File: src/sv/dufr_pkg.sv
// dufr_pkg: constants, codes and types shared by the dual uart frame receiver
// no dependencies; imported by every module of the block
`timescale 1ns / 1ps

package dufr_pkg;

  // frame buffer depth used when the top level is not overridden
  localparam int unsigned BUFFER_DEPTH_DEFAULT = 128;

  // frame constants
  localparam logic [7:0] HDR_A     = 8'hA1;
  localparam logic [7:0] HDR_B     = 8'h02;
  localparam logic [7:0] TRAILER_B = 8'hFF;
  localparam int unsigned OVERHEAD_A = 3;
  localparam int unsigned OVERHEAD_B = 4;
  localparam int unsigned SAT_CAP    = 99;

  // widths
  localparam int unsigned BYTE_W      = 8;
  localparam int unsigned COUNT_W     = 7;
  localparam int unsigned FMT_W       = 2;
  localparam int unsigned CFG_INDEX_W = 2;
  localparam int unsigned CFG_DATA_W  = 1;
  localparam int unsigned LEN_W       = 17;

  // depth of the queue between front and back
  localparam int unsigned QUEUE_DEPTH = 2;

  // register indexes
  localparam logic [CFG_INDEX_W-1:0] REG_ENABLE_A = 2'd0;
  localparam logic [CFG_INDEX_W-1:0] REG_ENABLE_B = 2'd1;

  // format codes on format_used
  typedef enum logic [FMT_W-1:0] {
    FMT_A    = 2'd0,
    FMT_B    = 2'd1,
    FMT_NONE = 2'd2
  } fmt_t;

  // one classified byte as it travels from front to back
  typedef struct packed {
    logic [BYTE_W-1:0] value;
    logic              hdr_a;
    logic              hdr_b;
    logic              trailer;
  } word_t;

  // handshake of one word stage
  typedef struct packed {
    logic valid;
    logic ready;
  } hs_t;

endpackage

File: src/sv/dufr_front.sv
// dufr_front: accepts received bytes and tags header and trailer matches
// depends on dufr_pkg
`timescale 1ns / 1ps

module dufr_front (
  input  logic                          clk,
  input  logic                          rst,
  input  logic [dufr_pkg::BYTE_W-1:0]   rx_byte,
  input  logic                          rx_valid,
  output logic                          rx_ready,
  output dufr_pkg::word_t               word,
  output logic                          word_valid,
  input  logic                          word_ready
);
  import dufr_pkg::*;

  word_t classified;

  // tag the byte against the fixed codes
  always_comb begin
    classified.value   = rx_byte;
    classified.hdr_a   = (rx_byte == HDR_A);
    classified.hdr_b   = (rx_byte == HDR_B);
    classified.trailer = (rx_byte == TRAILER_B);
  end

  // input stage takes a new word whenever its content moves on
  assign rx_ready = !word_valid || word_ready;

  always_ff @(posedge clk) begin
    if (rst) begin
      word_valid <= 1'b0;
    end else if (rx_ready) begin
      word_valid <= rx_valid;
    end
  end

  always_ff @(posedge clk) begin
    if (rx_valid && rx_ready) begin
      word <= classified;
    end
  end

endmodule

File: src/sv/dufr_queue.sv
// dufr_queue: short first-in first-out queue of classified words
// depends on dufr_pkg
`timescale 1ns / 1ps

module dufr_queue #(
  parameter int unsigned DEPTH = dufr_pkg::QUEUE_DEPTH
) (
  input  logic            clk,
  input  logic            rst,
  input  dufr_pkg::word_t in_word,
  input  logic            in_valid,
  output logic            in_ready,
  output dufr_pkg::word_t out_word,
  output dufr_pkg::hs_t   out_hs_fwd,
  input  logic            out_ready
);
  import dufr_pkg::*;

  localparam int unsigned PTR_W = (DEPTH > 1) ? $clog2(DEPTH) : 1;
  localparam int unsigned CNT_W = $clog2(DEPTH + 1);
  localparam logic [PTR_W-1:0] LAST = PTR_W'(DEPTH - 1);
  localparam logic [CNT_W-1:0] FULL = CNT_W'(DEPTH);

  word_t            entries [DEPTH];
  logic [PTR_W-1:0] wr_ptr;
  logic [PTR_W-1:0] rd_ptr;
  logic [CNT_W-1:0] fill;
  logic [CNT_W-1:0] fill_next;
  logic             push;
  logic             pop;

  assign in_ready         = (fill != FULL);
  assign out_hs_fwd.valid = (fill != '0);
  assign out_hs_fwd.ready = in_ready;
  assign out_word         = entries[rd_ptr];
  assign push             = in_valid && in_ready;
  assign pop              = out_hs_fwd.valid && out_ready;

  // fill level
  always_comb begin
    case ({push, pop})
      2'b10:   fill_next = fill + CNT_W'(1);
      2'b01:   fill_next = fill - CNT_W'(1);
      default: fill_next = fill;
    endcase
  end

  // pointers and level
  always_ff @(posedge clk) begin
    if (rst) begin
      wr_ptr <= '0;
      rd_ptr <= '0;
      fill   <= '0;
    end else begin
      fill <= fill_next;
      if (push) begin
        wr_ptr <= (wr_ptr == LAST) ? '0 : wr_ptr + PTR_W'(1);
      end
      if (pop) begin
        rd_ptr <= (rd_ptr == LAST) ? '0 : rd_ptr + PTR_W'(1);
      end
    end
  end

  // storage
  always_ff @(posedge clk) begin
    if (push) begin
      entries[wr_ptr] <= in_word;
    end
  end

endmodule

File: src/sv/dufr_back.sv
// dufr_back: framing state for both formats, configuration registers, result register
// depends on dufr_pkg
`timescale 1ns / 1ps

module dufr_back #(
  parameter int unsigned BUFFER_DEPTH = dufr_pkg::BUFFER_DEPTH_DEFAULT
) (
  input  logic                                clk,
  input  logic                                rst,
  input  logic                                cfg_we,
  input  logic [dufr_pkg::CFG_INDEX_W-1:0]    cfg_index,
  input  logic [dufr_pkg::CFG_DATA_W-1:0]     cfg_data,
  input  dufr_pkg::word_t                     word,
  input  logic                                word_valid,
  output logic                                word_ready,
  output logic [dufr_pkg::BYTE_W-1:0]         byte_value,
  output logic                                byte_stored,
  output logic [dufr_pkg::COUNT_W-1:0]        store_index,
  output logic                                frame_done,
  output logic                                frame_error,
  output logic [dufr_pkg::FMT_W-1:0]          format_used,
  output logic                                res_valid,
  input  logic                                res_ready
);
  import dufr_pkg::*;

  localparam int unsigned SAT_LIMIT =
    ((BUFFER_DEPTH - 1) < SAT_CAP) ? (BUFFER_DEPTH - 1) : SAT_CAP;
  localparam logic [COUNT_W-1:0] SAT = COUNT_W'(SAT_LIMIT);
  localparam logic [LEN_W-1:0]   OVH_A = LEN_W'(OVERHEAD_A);
  localparam logic [LEN_W-1:0]   OVH_B = LEN_W'(OVERHEAD_B);
  localparam logic [COUNT_W-1:0] POS0 = COUNT_W'(0);
  localparam logic [COUNT_W-1:0] POS1 = COUNT_W'(1);
  localparam logic [COUNT_W-1:0] POS2 = COUNT_W'(2);
  localparam logic [COUNT_W-1:0] POS3 = COUNT_W'(3);

  // configuration and framing state
  logic               enable_a;
  logic               enable_b;
  logic               b_stopped;
  logic [COUNT_W-1:0] count_a;
  logic [COUNT_W-1:0] count_b;
  logic [BYTE_W-1:0]  a_len_high;
  logic [BYTE_W-1:0]  a_len_low;
  logic [BYTE_W-1:0]  b_len_low;
  logic [BYTE_W-1:0]  b_len_high;

  logic               b_stopped_next;
  logic [COUNT_W-1:0] count_a_next;
  logic [COUNT_W-1:0] count_b_next;
  logic [BYTE_W-1:0]  a_len_high_next;
  logic [BYTE_W-1:0]  a_len_low_next;
  logic [BYTE_W-1:0]  b_len_low_next;
  logic [BYTE_W-1:0]  b_len_high_next;

  logic               stored_next;
  logic [COUNT_W-1:0] index_next;
  logic               done_next;
  logic               error_next;
  fmt_t               fmt_next;

  logic               take;
  logic [COUNT_W-1:0] inc_a;
  logic [COUNT_W-1:0] inc_b;
  logic [LEN_W-1:0]   end_a;
  logic [LEN_W-1:0]   end_b;
  logic               at_end_a;
  logic               at_end_b;

  // saturating increment of a store position
  function automatic logic [COUNT_W-1:0] next_pos(input logic [COUNT_W-1:0] c);
    logic [COUNT_W:0] n;
    n = {1'b0, c} + (COUNT_W + 1)'(1);
    if (n > {1'b0, SAT}) begin
      return SAT;
    end
    return n[COUNT_W-1:0];
  endfunction

  // the result register frees up when empty or taken
  assign word_ready = !res_valid || res_ready;
  assign take       = word_valid && word_ready;

  // end positions from the buffered length bytes
  assign inc_a    = next_pos(count_a);
  assign inc_b    = next_pos(count_b);
  assign end_a    = LEN_W'({a_len_high, a_len_low}) + OVH_A;
  assign end_b    = LEN_W'({b_len_high, b_len_low}) + OVH_B;
  assign at_end_a = (count_a >= POS2) && (LEN_W'(count_a) == end_a);
  assign at_end_b = (count_b >= POS2) && (LEN_W'(count_b) == end_b);

  // framing decision for the word at the head of the queue
  always_comb begin
    stored_next     = 1'b0;
    index_next      = '0;
    done_next       = 1'b0;
    error_next      = 1'b0;
    fmt_next        = FMT_NONE;
    count_a_next    = count_a;
    count_b_next    = count_b;
    a_len_high_next = a_len_high;
    a_len_low_next  = a_len_low;
    b_len_low_next  = b_len_low;
    b_len_high_next = b_len_high;
    b_stopped_next  = b_stopped;

    if (enable_a) begin
      fmt_next = FMT_A;
      if (count_a == POS0 && !word.hdr_a) begin
        error_next = 1'b1;
      end else if (count_a == POS1 && word.hdr_a) begin
        // repeated header restarts quietly
        count_a_next = '0;
      end else begin
        done_next    = at_end_a;
        stored_next  = 1'b1;
        index_next   = count_a;
        count_a_next = inc_a;
        if (count_a == POS2) begin
          a_len_high_next = word.value;
        end else if (count_a == POS3) begin
          a_len_low_next = word.value;
        end
      end
    end else if (enable_b && !b_stopped) begin
      fmt_next = FMT_B;
      if (count_b == POS0 && !word.hdr_b) begin
        error_next = 1'b1;
      end else if (count_b == POS1 && word.hdr_b) begin
        count_b_next = '0;
      end else if (at_end_b) begin
        if (word.trailer) begin
          done_next      = 1'b1;
          stored_next    = 1'b1;
          index_next     = count_b;
          b_stopped_next = 1'b1;
          count_b_next   = inc_b;
        end else begin
          // bad trailer drops the frame
          error_next   = 1'b1;
          count_b_next = '0;
        end
      end else begin
        stored_next  = 1'b1;
        index_next   = count_b;
        count_b_next = inc_b;
        if (count_b == POS1) begin
          b_len_low_next = word.value;
        end else if (count_b == POS2) begin
          b_len_high_next = word.value;
        end
      end
    end
  end

  // state registers and configuration writes
  always_ff @(posedge clk) begin
    if (rst) begin
      enable_a   <= 1'b0;
      enable_b   <= 1'b0;
      b_stopped  <= 1'b0;
      count_a    <= '0;
      count_b    <= '0;
      a_len_high <= '0;
      a_len_low  <= '0;
      b_len_low  <= '0;
      b_len_high <= '0;
    end else begin
      if (take) begin
        count_a    <= count_a_next;
        count_b    <= count_b_next;
        a_len_high <= a_len_high_next;
        a_len_low  <= a_len_low_next;
        b_len_low  <= b_len_low_next;
        b_len_high <= b_len_high_next;
        b_stopped  <= b_stopped_next;
      end
      if (cfg_we && cfg_index == REG_ENABLE_A) begin
        enable_a <= cfg_data[0];
      end
      if (cfg_we && cfg_index == REG_ENABLE_B) begin
        enable_b  <= cfg_data[0];
        b_stopped <= 1'b0;
      end
    end
  end

  // result register
  always_ff @(posedge clk) begin
    if (rst) begin
      res_valid <= 1'b0;
    end else if (word_ready) begin
      res_valid <= word_valid;
    end
  end

  always_ff @(posedge clk) begin
    if (take) begin
      byte_value  <= word.value;
      byte_stored <= stored_next;
      store_index <= index_next;
      frame_done  <= done_next;
      frame_error <= error_next;
      format_used <= fmt_next;
    end
  end

endmodule

File: src/sv/dual_uart_frame_receiver.sv
// dual_uart_frame_receiver: top level joining front stage, word queue and framing back end
// depends on dufr_pkg, dufr_front, dufr_queue, dufr_back
//
// Usage:
// - rx_byte/rx_valid/rx_ready carry received serial bytes, one word per byte.
// - Every byte gives exactly one result word on res_valid/res_ready with the
//   byte echoed, whether and where it is stored, frame done, frame error and
//   the format that handled it.
// - cfg_we/cfg_index/cfg_data write the two enables: index 0 format A,
//   index 1 format B; writing index 1 also re-arms format B after a frame.
//   Other indexes are ignored. Write only while no byte is in flight.
// - A result passes the input register, the queue and the result register,
//   in that order, after its byte is taken.
// - Throughput: one byte per cycle while the result side does not stall;
//   up to four bytes may be in flight.
// - Reset clears enables, counts, length bytes, the stop flag and all
//   handshake state; until an enable is written every byte is still taken
//   and answered with format none and nothing stored.
// - When the result side stalls, the result register holds, then the queue
//   fills, then rx_ready drops; no byte is lost or repeated.
`timescale 1ns / 1ps

module dual_uart_frame_receiver #(
  parameter int unsigned BUFFER_DEPTH = dufr_pkg::BUFFER_DEPTH_DEFAULT
) (
  input  logic                              clk,
  input  logic                              rst,
  input  logic                              cfg_we,
  input  logic [dufr_pkg::CFG_INDEX_W-1:0]  cfg_index,
  input  logic [dufr_pkg::CFG_DATA_W-1:0]   cfg_data,
  input  logic [dufr_pkg::BYTE_W-1:0]       rx_byte,
  input  logic                              rx_valid,
  output logic                              rx_ready,
  output logic [dufr_pkg::BYTE_W-1:0]       byte_value,
  output logic                              byte_stored,
  output logic [dufr_pkg::COUNT_W-1:0]      store_index,
  output logic                              frame_done,
  output logic                              frame_error,
  output logic [dufr_pkg::FMT_W-1:0]        format_used,
  output logic                              res_valid,
  input  logic                              res_ready
);
  import dufr_pkg::*;

  localparam int unsigned SAT_LIMIT =
    ((BUFFER_DEPTH - 1) < SAT_CAP) ? (BUFFER_DEPTH - 1) : SAT_CAP;

  word_t front_word;
  logic  front_valid;
  logic  queue_in_ready;
  word_t head_word;
  hs_t   head_hs;
  logic  back_ready;

  // front stage
  dufr_front u_front (
    .clk        (clk),
    .rst        (rst),
    .rx_byte    (rx_byte),
    .rx_valid   (rx_valid),
    .rx_ready   (rx_ready),
    .word       (front_word),
    .word_valid (front_valid),
    .word_ready (queue_in_ready)
  );

  // decoupling queue
  dufr_queue #(
    .DEPTH (QUEUE_DEPTH)
  ) u_queue (
    .clk        (clk),
    .rst        (rst),
    .in_word    (front_word),
    .in_valid   (front_valid),
    .in_ready   (queue_in_ready),
    .out_word   (head_word),
    .out_hs_fwd (head_hs),
    .out_ready  (back_ready)
  );

  // framing back end
  dufr_back #(
    .BUFFER_DEPTH (BUFFER_DEPTH)
  ) u_back (
    .clk         (clk),
    .rst         (rst),
    .cfg_we      (cfg_we),
    .cfg_index   (cfg_index),
    .cfg_data    (cfg_data),
    .word        (head_word),
    .word_valid  (head_hs.valid),
    .word_ready  (back_ready),
    .byte_value  (byte_value),
    .byte_stored (byte_stored),
    .store_index (store_index),
    .frame_done  (frame_done),
    .frame_error (frame_error),
    .format_used (format_used),
    .res_valid   (res_valid),
    .res_ready   (res_ready)
  );

  // a byte never both completes and breaks a frame
  a_done_xor_error: assert property (@(posedge clk) disable iff (rst)
    res_valid |-> !(frame_done && frame_error))
    else $error("frame_done and frame_error together");

  // unstored bytes report position zero and no completion
  a_unstored_clean: assert property (@(posedge clk) disable iff (rst)
    (res_valid && !byte_stored) |-> (store_index == '0 && !frame_done))
    else $error("unstored byte with index or done");

  // idle format touches nothing
  a_none_quiet: assert property (@(posedge clk) disable iff (rst)
    (res_valid && format_used == FMT_NONE) |-> (!byte_stored && !frame_error))
    else $error("activity with no format enabled");

  // store position stays within the saturation limit
  a_index_limit: assert property (@(posedge clk) disable iff (rst)
    res_valid |-> (32'(store_index) <= SAT_LIMIT))
    else $error("store_index beyond saturation limit");

  // a stalled result is held until taken
  a_result_held: assert property (@(posedge clk) disable iff (rst)
    (res_valid && !res_ready) |=> (res_valid && $stable(byte_value)
      && $stable(store_index)))
    else $error("result changed while stalled");

endmodule
File: config.mk
export PLATFORM = sky130hd
export DESIGN_NAME = dual_uart_frame_receiver
export DESIGN_NICKNAME = d
export VERILOG_FILES = /design/src/sv/dufr_pkg.sv /design/src/sv/dufr_front.sv /design/src/sv/dufr_queue.sv /design/src/sv/dufr_back.sv /design/src/sv/dual_uart_frame_receiver.sv
export SDC_FILE = /design/constraint.sdc
export NUM_CORES = 1
export LEC_CHECK = 0
export ABC_AREA = 1
export BUFFER_PORTS_ARGS = -buffer_cell sky130_fd_sc_hd__buf_2
export CORE_UTILIZATION = 35
export CTS_CLUSTER_DIAMETER = 50
export DETAILED_ROUTE_END_ITERATION = 16
export PLACE_DENSITY = 0.56
export SLEW_MARGIN = 30
export SYNTH_ARGS = -nofsm -noshare
export SYNTH_HDL_FRONTEND = slang
export SYNTH_SLANG_ARGS = --single-unit
File: constraint.sdc
create_clock -name clk -period 2.2 [get_ports clk]
set_input_delay 0.55 -clock clk [delete_from_list [all_inputs] [get_ports clk]]
set_output_delay 0.55 -clock clk [all_outputs]
set_load 0.05 [all_outputs]
## Yosys cells after proc, flatten, opt, wreduce, memory -nomap -nowiden

Memory sizes are Yosys's and may differ from the RTL's. A register that Yosys moved wholly into a read port is not among the register bits.
Index checks and enable logic that the tools add are counted.

| operators by class | value |
|---|---|
| multiplexer cells | 48 |
| magnitude comparators | 4 |
| reduce and logical (&&, ||, !) cells | 32 |
| add/subtract/negate cells | 8 |
| bitwise gates (word level) | 8 |
| equal/unequal tests | 14 |

Operators with widths:

| operator | count |
|---|---|
| $mux 7 | 16 |
| $eq 7x17->1 | 2 |
| $mux 1 | 30 |
| $eq 7x2->1 const B | 3 |
| $add 16x2->17 const B | 1 |
| $add 16x3->17 const B | 1 |
| $add 7x1->8 const B | 2 |
| $eq 8x8->1 const B | 2 |
| $gt 8x7->1 const B | 2 |
| $eq 7x1->1 const B | 2 |
| $ge 7x2->1 const B | 2 |
| $logic_not 7->1 | 2 |
| $reduce_and 7->1 | 2 |
| $logic_and 1x1->1 | 12 |
| $eq 8x2->1 const B | 1 |
| $not 1->1 | 8 |
| $reduce_and 8->1 | 1 |
| $reduce_and 6->1 | 1 |
| $logic_not 1->1 | 5 |
| $reduce_and 5->1 | 1 |
| $eq 2x1->1 const B | 2 |
| $pmux 2 s2 | 1 |
| $reduce_and 4->1 | 1 |
| $reduce_bool 2->1 | 2 |
| other kinds (10) | 12 |

| storage, ports and cells | value |
|---|---|
| memories kept | 1 |
| output and inout port bits | 22 |
| bits of input ports | 16 |
| memory bits (writable) | 22 |
| word-level logic and storage cells | 139 |
| bits in registers | 86 |

Memories:

| name | words | bits a word | read ports | clocked after Yosys merged registers in | wr ports | line | text |
|---|---|---|---|---|---|---|---|
| u_queue.entries | 2 | 11 | 1 | 1 | 1 | dufr_queue.sv:24 | `word_t entries [DEPTH];` |

## Longest topological paths before layout

| logic depth | value |
|---|---|
| depth in word-level cells | 8 |
| mapped depth | 15 |
| mapped depth without buffers | 15 |

## By module

From an unflattened synthesis, not the netlist that was laid out.

| second synthesis, totals | value |
|---|---|
| cells, all modules | 760 |
| area total of the unflattened synthesis | 5953.2 sq um |

By module, submodules not included:

| module | seq. area each (sq um) | area each (sq um) | times used | cells an instance |
|---|---|---|---|---|
| dufr_back | 1601.5 | 4351.7 | 1 | 642 |
| dufr_queue | 760.7 | 1122.3 | 1 | 73 |
| dufr_front | 350.3 | 479.2 | 1 | 45 |

## Worst setup path before layout

Ideal clock, no wire load.

| timing path | value |
|---|---|
| path type | flip-flop to flip-flop |
| start point | reg u_back.res_valid |
| end point | reg u_back.b_len_low[2] |
| cell stages (with the launch flop) | 9 |
| setup slack | -0.022 ns |
| buffers on the path | 0 |
| required time | 2.065 ns |
| period minus slack after synthesis | 2.222 ns |
| data arrival time | 2.087 ns |
| library setup time | 0.135 ns |
| cell sequence | dfxtp_1 -> inv_1 -> nor2_1 -> a21oi_4 -> nand2_1 -> nor4_4 -> nand2_4 -> nand2_1 -> a21oi_2 |

| between the ends | value |
|---|---|
| word-level cells in the longest chain between the ends | 4 |

Ends and longest elaborated chain:

| item | line | text |
|---|---|---|
| from (decl) | dufr_back.sv:22 | `output logic res_valid,` |
| from (signal assigned) | dufr_back.sv:193 | `res_valid <= word_valid;` |
| $logic_not 1->1 | dufr_back.sv:81 | `assign word_ready = !res_valid \|\| res_ready;` |
| $logic_or 1x1->1 | dufr_back.sv:81 |  |
| $logic_and 1x1->1 | dufr_back.sv:82 | `assign take = word_valid && word_ready;` |
| named net u_back.take | dufr_back.sv:62 | `logic take;` |
| $reduce_and 7->1 (no line) | - |  |
| to (signal assigned) | dufr_back.sv:174 | `b_len_low <= b_len_low_next;` |
| to (decl) | dufr_back.sv:45 | `logic [BYTE_W-1:0] b_len_low;` |

The timed path passes the listed nets, and every way through them passes these cells.
A chain may end at the register's enable or synchronous reset.

## Final worst setup path

| timing path | value |
|---|---|
| start point | reg u_back.b_len_low[3] |
| end point | reg u_back.b_len_high[3] |

| between the ends | value |
|---|---|
| word-level cells in the longest chain between the ends | 5 |

Ends and longest elaborated chain:

| item | line | text |
|---|---|---|
| $add 16x3->17 | dufr_back.sv:88 | `assign end_b = LEN_W'({b_len_high, b_len_low}) + OVH_B;` |
| $eq 7x17->1 | dufr_back.sv:90 | `assign at_end_b = (count_b >= POS2) && (LEN_W'(count_b) == end_b);` |
| $logic_and 1x1->1 | dufr_back.sv:90 |  |
| $not 1->1 (no line) | - |  |
| $reduce_and 8->1 (no line) | - |  |
| to (signal assigned) | dufr_back.sv:175 | `b_len_high <= b_len_high_next;` |
| to (decl) | dufr_back.sv:46 | `logic [BYTE_W-1:0] b_len_high;` |

No other way between the ends.

==> results.json <==
{
  "setup.worst_path.class": "reg2reg",
  "std_cell_rows": 45,
  "num_vias": 4878,
  "mostFrequentLayoutCells": "nand2_1, inv_1, nor2_1",
  "drtIter0Drc": 264,
  "crit_chain": "buf_4 -> nand2_2 -> nor2_4 -> buf_4 -> nand3_1 -> nand2_1 -> nand3_1 -> nor2_4 -> nand3_4 -> nand2_4 -> clkinvlp_4 -> nor2_1 -> nor2_1",
  "min_period_ps": 2090,
  "holdPathStages": 1,
  "synth_compound_area_frac": 0.104,
  "nFillCells": 1566,
  "numCtsBuffers": 9,
  "placed_area_mm2": 0.00619,
  "peakVddDrop_mv": 0.579,
  "grt_max_degree": 31,
  "combPwrFrac": 0.289,
  "gp_congestion": 0.912,
  "synth_edf_count": 53,
  "yosysWarnings": 0,
  "antenna_found_initial": 0,
  "layout_commonest_cell": "nand2_1",
  "min_from": "rx_byte[4]",
  "cts.clk_slew.worst_paths_ps": 70,
  "whs_endpoint": "u_front.word[7]$_DFFE_PP_",
  "clock_latency_ps": 350,
  "leakagePower_nw": 2.62,
  "synth_area_leaders": "edfxtp_1, dfxtp_1, nand2_1",
  "ys_async_sr_fraction": 0,
  "hold_path.class": "in2reg",
  "clk_path_buf_depth": 2,
  "worstReg2RegEnd": "u_back.b_len_high[3]$_SDFFE_PP0P_",
  "synth_area_mm2": 0.00563,
  "startpoint_type": "register",
  "ys_seq_area_frac": 0.482,
  "die_y_um": 129,
  "design.core.area_mm2": 0.0154,
  "final_cells": 992,
  "reg2reg_slack_ps": 110,
  "cts_tree": "yes",
  "clock_power_share": 0.267,
  "power.switching_w": 0.00222,
  "synthAdderAreaFrac": 0.0245,
  "grt_pass1_wl_um": 22600,
  "h-tree-depth": 3,
  "fin_crit_sh": 0.951,
  "yosysUniqueCellTypes": 40,
  "tightest_slew_ps": 644,
  "max_stage_delay_ps": 350,
  "gr-total-overflow": 0,
  "drc": 0,
  "grt_usage": 0.177,
  "ys_ff_latch": 109,
  "synth_top_area_frac": 0.283,
  "wire_per_inst_um": 14.2,
  "synth_top_area_cell": "edfxtp_1",
  "syn_area_per_cell_um2": 7.90,
  "fin_skew_ps": 7.80,
  "drv_cap": 0,
  "hold_violations": 0,
  "die_x_um": 129,
  "crit_path_top_delay_cell": "dfxtp_2",
  "port_buffers": 37,
  "reg2reg_depth": 13,
  "ant_nets": 0,
  "first_pass_iters": 6,
  "powerDensity_mw_per_mm2": 883,
  "vias_per_cell": 4.92,
  "ioPinCount": 38,
  "stdcell_area_mm2": 0.00661,
  "hpwlAfterDp_um": 10600,
  "grt_pass1_vias": 4544,
  "synth-simple-area-share": 0.292,
  "required_ps": 2450,
  "syn-num-nets": 739,
  "dp.cells": 971,
  "p_int_w": 0.00362,
  "start_util": 0.365,
  "drive_gt1_frac": 0.172,
  "area_growth_pct": 17.5,
  "synth_top_family_by_area": "simple AND/OR/NAND/NOR gates",
  "end_kind": "register",
  "max_freq_ghz": 0.478,
  "clock-sinks": 109,
  "arrival_ps": 2340,
  "path_max_fanout": 8,
  "muxShareOfSynthArea": 0,
  "nets": 803,
  "slew_viol_final": 0,
  "slew_headroom": 0.566,
  "ys.flop_type": "dfxtp_1",
  "ctsHoldBuffers": 0,
  "syn_inst": 712,
  "sw_frac_of_total": 0.380,
  "status": "finished clean",
  "die_area_mm2": 0.0166,
  "finalSetupViolations": 0,
  "synth-xor-area-share": 0.0265,
  "antenna_cells": 0,
  "clockRootBuffer": "clkbuf_16",
  "wirelength_um": 14100,
  "rr_startpoint": "u_back.b_len_low[3]$_SDFFE_PP0P_",
  "power_frac_seq": 0.444
}
-- cell families (layout without fill, tap and decap cells) --
| kind of cell | count (synthesis) | after routing |
|---|---|---|
| adders and majority gates | 11 | 11 |
| DFF | 109 | 109 |
| and+or+nand+nor | 367 | 368 |
| buffers and inverters | 101 | 169 |
| xor gates and xnor gates | 17 | 17 |
| AOI/OAI and AO/OA | 107 | 107 |
-- worst max-delay path: cells and delay by family, from the launching register on --
family / cells / cell delay, ps
AND/OR/NAND/NOR: 10 / 1180
buffers and inverters: 3 / 450
flip-flops: 1 / 350
-- state kept, by name, summed over array words and instances (netlist names), 2 cells and up, named ones only --
register / cells
u_back.store_index: 7
u_back.b_len_high: 8
u_back.b_len_low: 8
u_back.a_len_high: 8
u_back.format_used: 2
u_queue.entries: 22
u_queue.fill: 2
u_front.word: 11
u_back.byte_value: 8
u_back.count_a: 7
u_back.a_len_low: 8
u_back.count_b: 7
-- cell type report --
| class | count | area, um2 | area share |
|---|---|---|---|
| flip-flops and latches | 109 | 2720 | 0.412 |
| multi-input cells | 503 | 2620 | 0.395 |
| repair buffers | 65 | 395 | 0.0598 |
| inverters | 88 | 334 | 0.0505 |
| well taps | 211 | 264 | 0.0399 |
| clock buffers | 10 | 229 | 0.0346 |
| clock inverters | 6 | 53.8 | 0.00813 |
-- how the worst max path moves through the flow --
stage | slack [ps] | cells past startpoint | to | start
after floorplan | 20 | 9 | u_back.b_len_high[0]$_SDFFE_PP0P_ | u_back.res_valid$_SDFFE_PP0N_
after global placement | 40 | 8 | u_back.b_len_high[7]$_SDFFE_PP0P_ | res_ready
after detailed placement | -20 | 12 | u_back.b_len_high[5]$_SDFFE_PP0P_ | u_back.b_len_low[2]$_SDFFE_PP0P_
after CTS | 30 | 14 | u_back.b_len_high[5]$_SDFFE_PP0P_ | u_back.b_len_low[2]$_SDFFE_PP0P_
after global routing | -8 | 13 | u_back.b_len_high[0]$_SDFFE_PP0P_ | u_back.b_len_high[0]$_SDFFE_PP0P_
final | 110 | 13 | u_back.b_len_high[3]$_SDFFE_PP0P_ | u_back.b_len_low[3]$_SDFFE_PP0P_
-- stage by stage --
step	TNS, ps	utilization	setup slack [ps]	power [W]	hold slack [ps]
2_1_floorplan	0	-	16.4	0.00376	421
3_3_place_gp	0	0.401	41.2	0.00430	431
3_5_place_dp	-31.2	0.401	-24.0	0.00432	437
4_1_cts	0	0.420	28.9	0.00588	386
5_1_grt	-11.1	0.429	-8.18	0.00610	395
6_report	0	0.429	109	0.00584	396
-- power groups by stage --
stage / Clock, W / Combinational, W / Sequential (W)
after floorplan: 0 / 0.000495 / 0.00327
after global placement: 0 / 0.00167 / 0.00263
after detailed placement: 0 / 0.00168 / 0.00264
after CTS: 0.00160 / 0.00169 / 0.00259
after global routing: 0.00167 / 0.00181 / 0.00262
final: 0.00156 / 0.00169 / 0.00259
-- synth_stat cells, types with 2 or more instances --
master and count:
o22ai_1 7, ha_1 11, edfxtp_1 53, clkbuf_1 4, dfxtp_1 56, o21ai_1 2
nor2_2 5, nand4_1 20, nor2_1 75, nand2_2 7, nor2_4 3, o21ai_0 43
nor4_1 5, nand2_1 177, buf_2 3, xnor2_1 2, buf_1 2, buf_4 2
a21oi_2 6, nand3b_1 6, nor3_1 10, clkinv_1 2, xor2_1 15, inv_1 85
a21oi_1 45, nand3_1 52
-- repair_timing --
| action | 4_1_cts | 5_1_grt |
|---|---|---|
| setup endpoints to repair | 5 | 41 |
| resized for setup | 1 | 29 |
| setup buffers | 0 | 4 |
| pin swaps | 0 | 10 |
| gates cloned | 0 | 1 |
-- layer usage --
layer / vias up / track usage / wire length (um)
li1: 2495 / - / -
met1: 2259 / 0.232 / 6750
met2: 110 / 0.291 / 6600
met3: 14 / 0.0403 / 552
met4: 0 / 0.0512 / 168
met5: - / 0 / 0
Note: power is estimated with default switching activity, not from simulation.
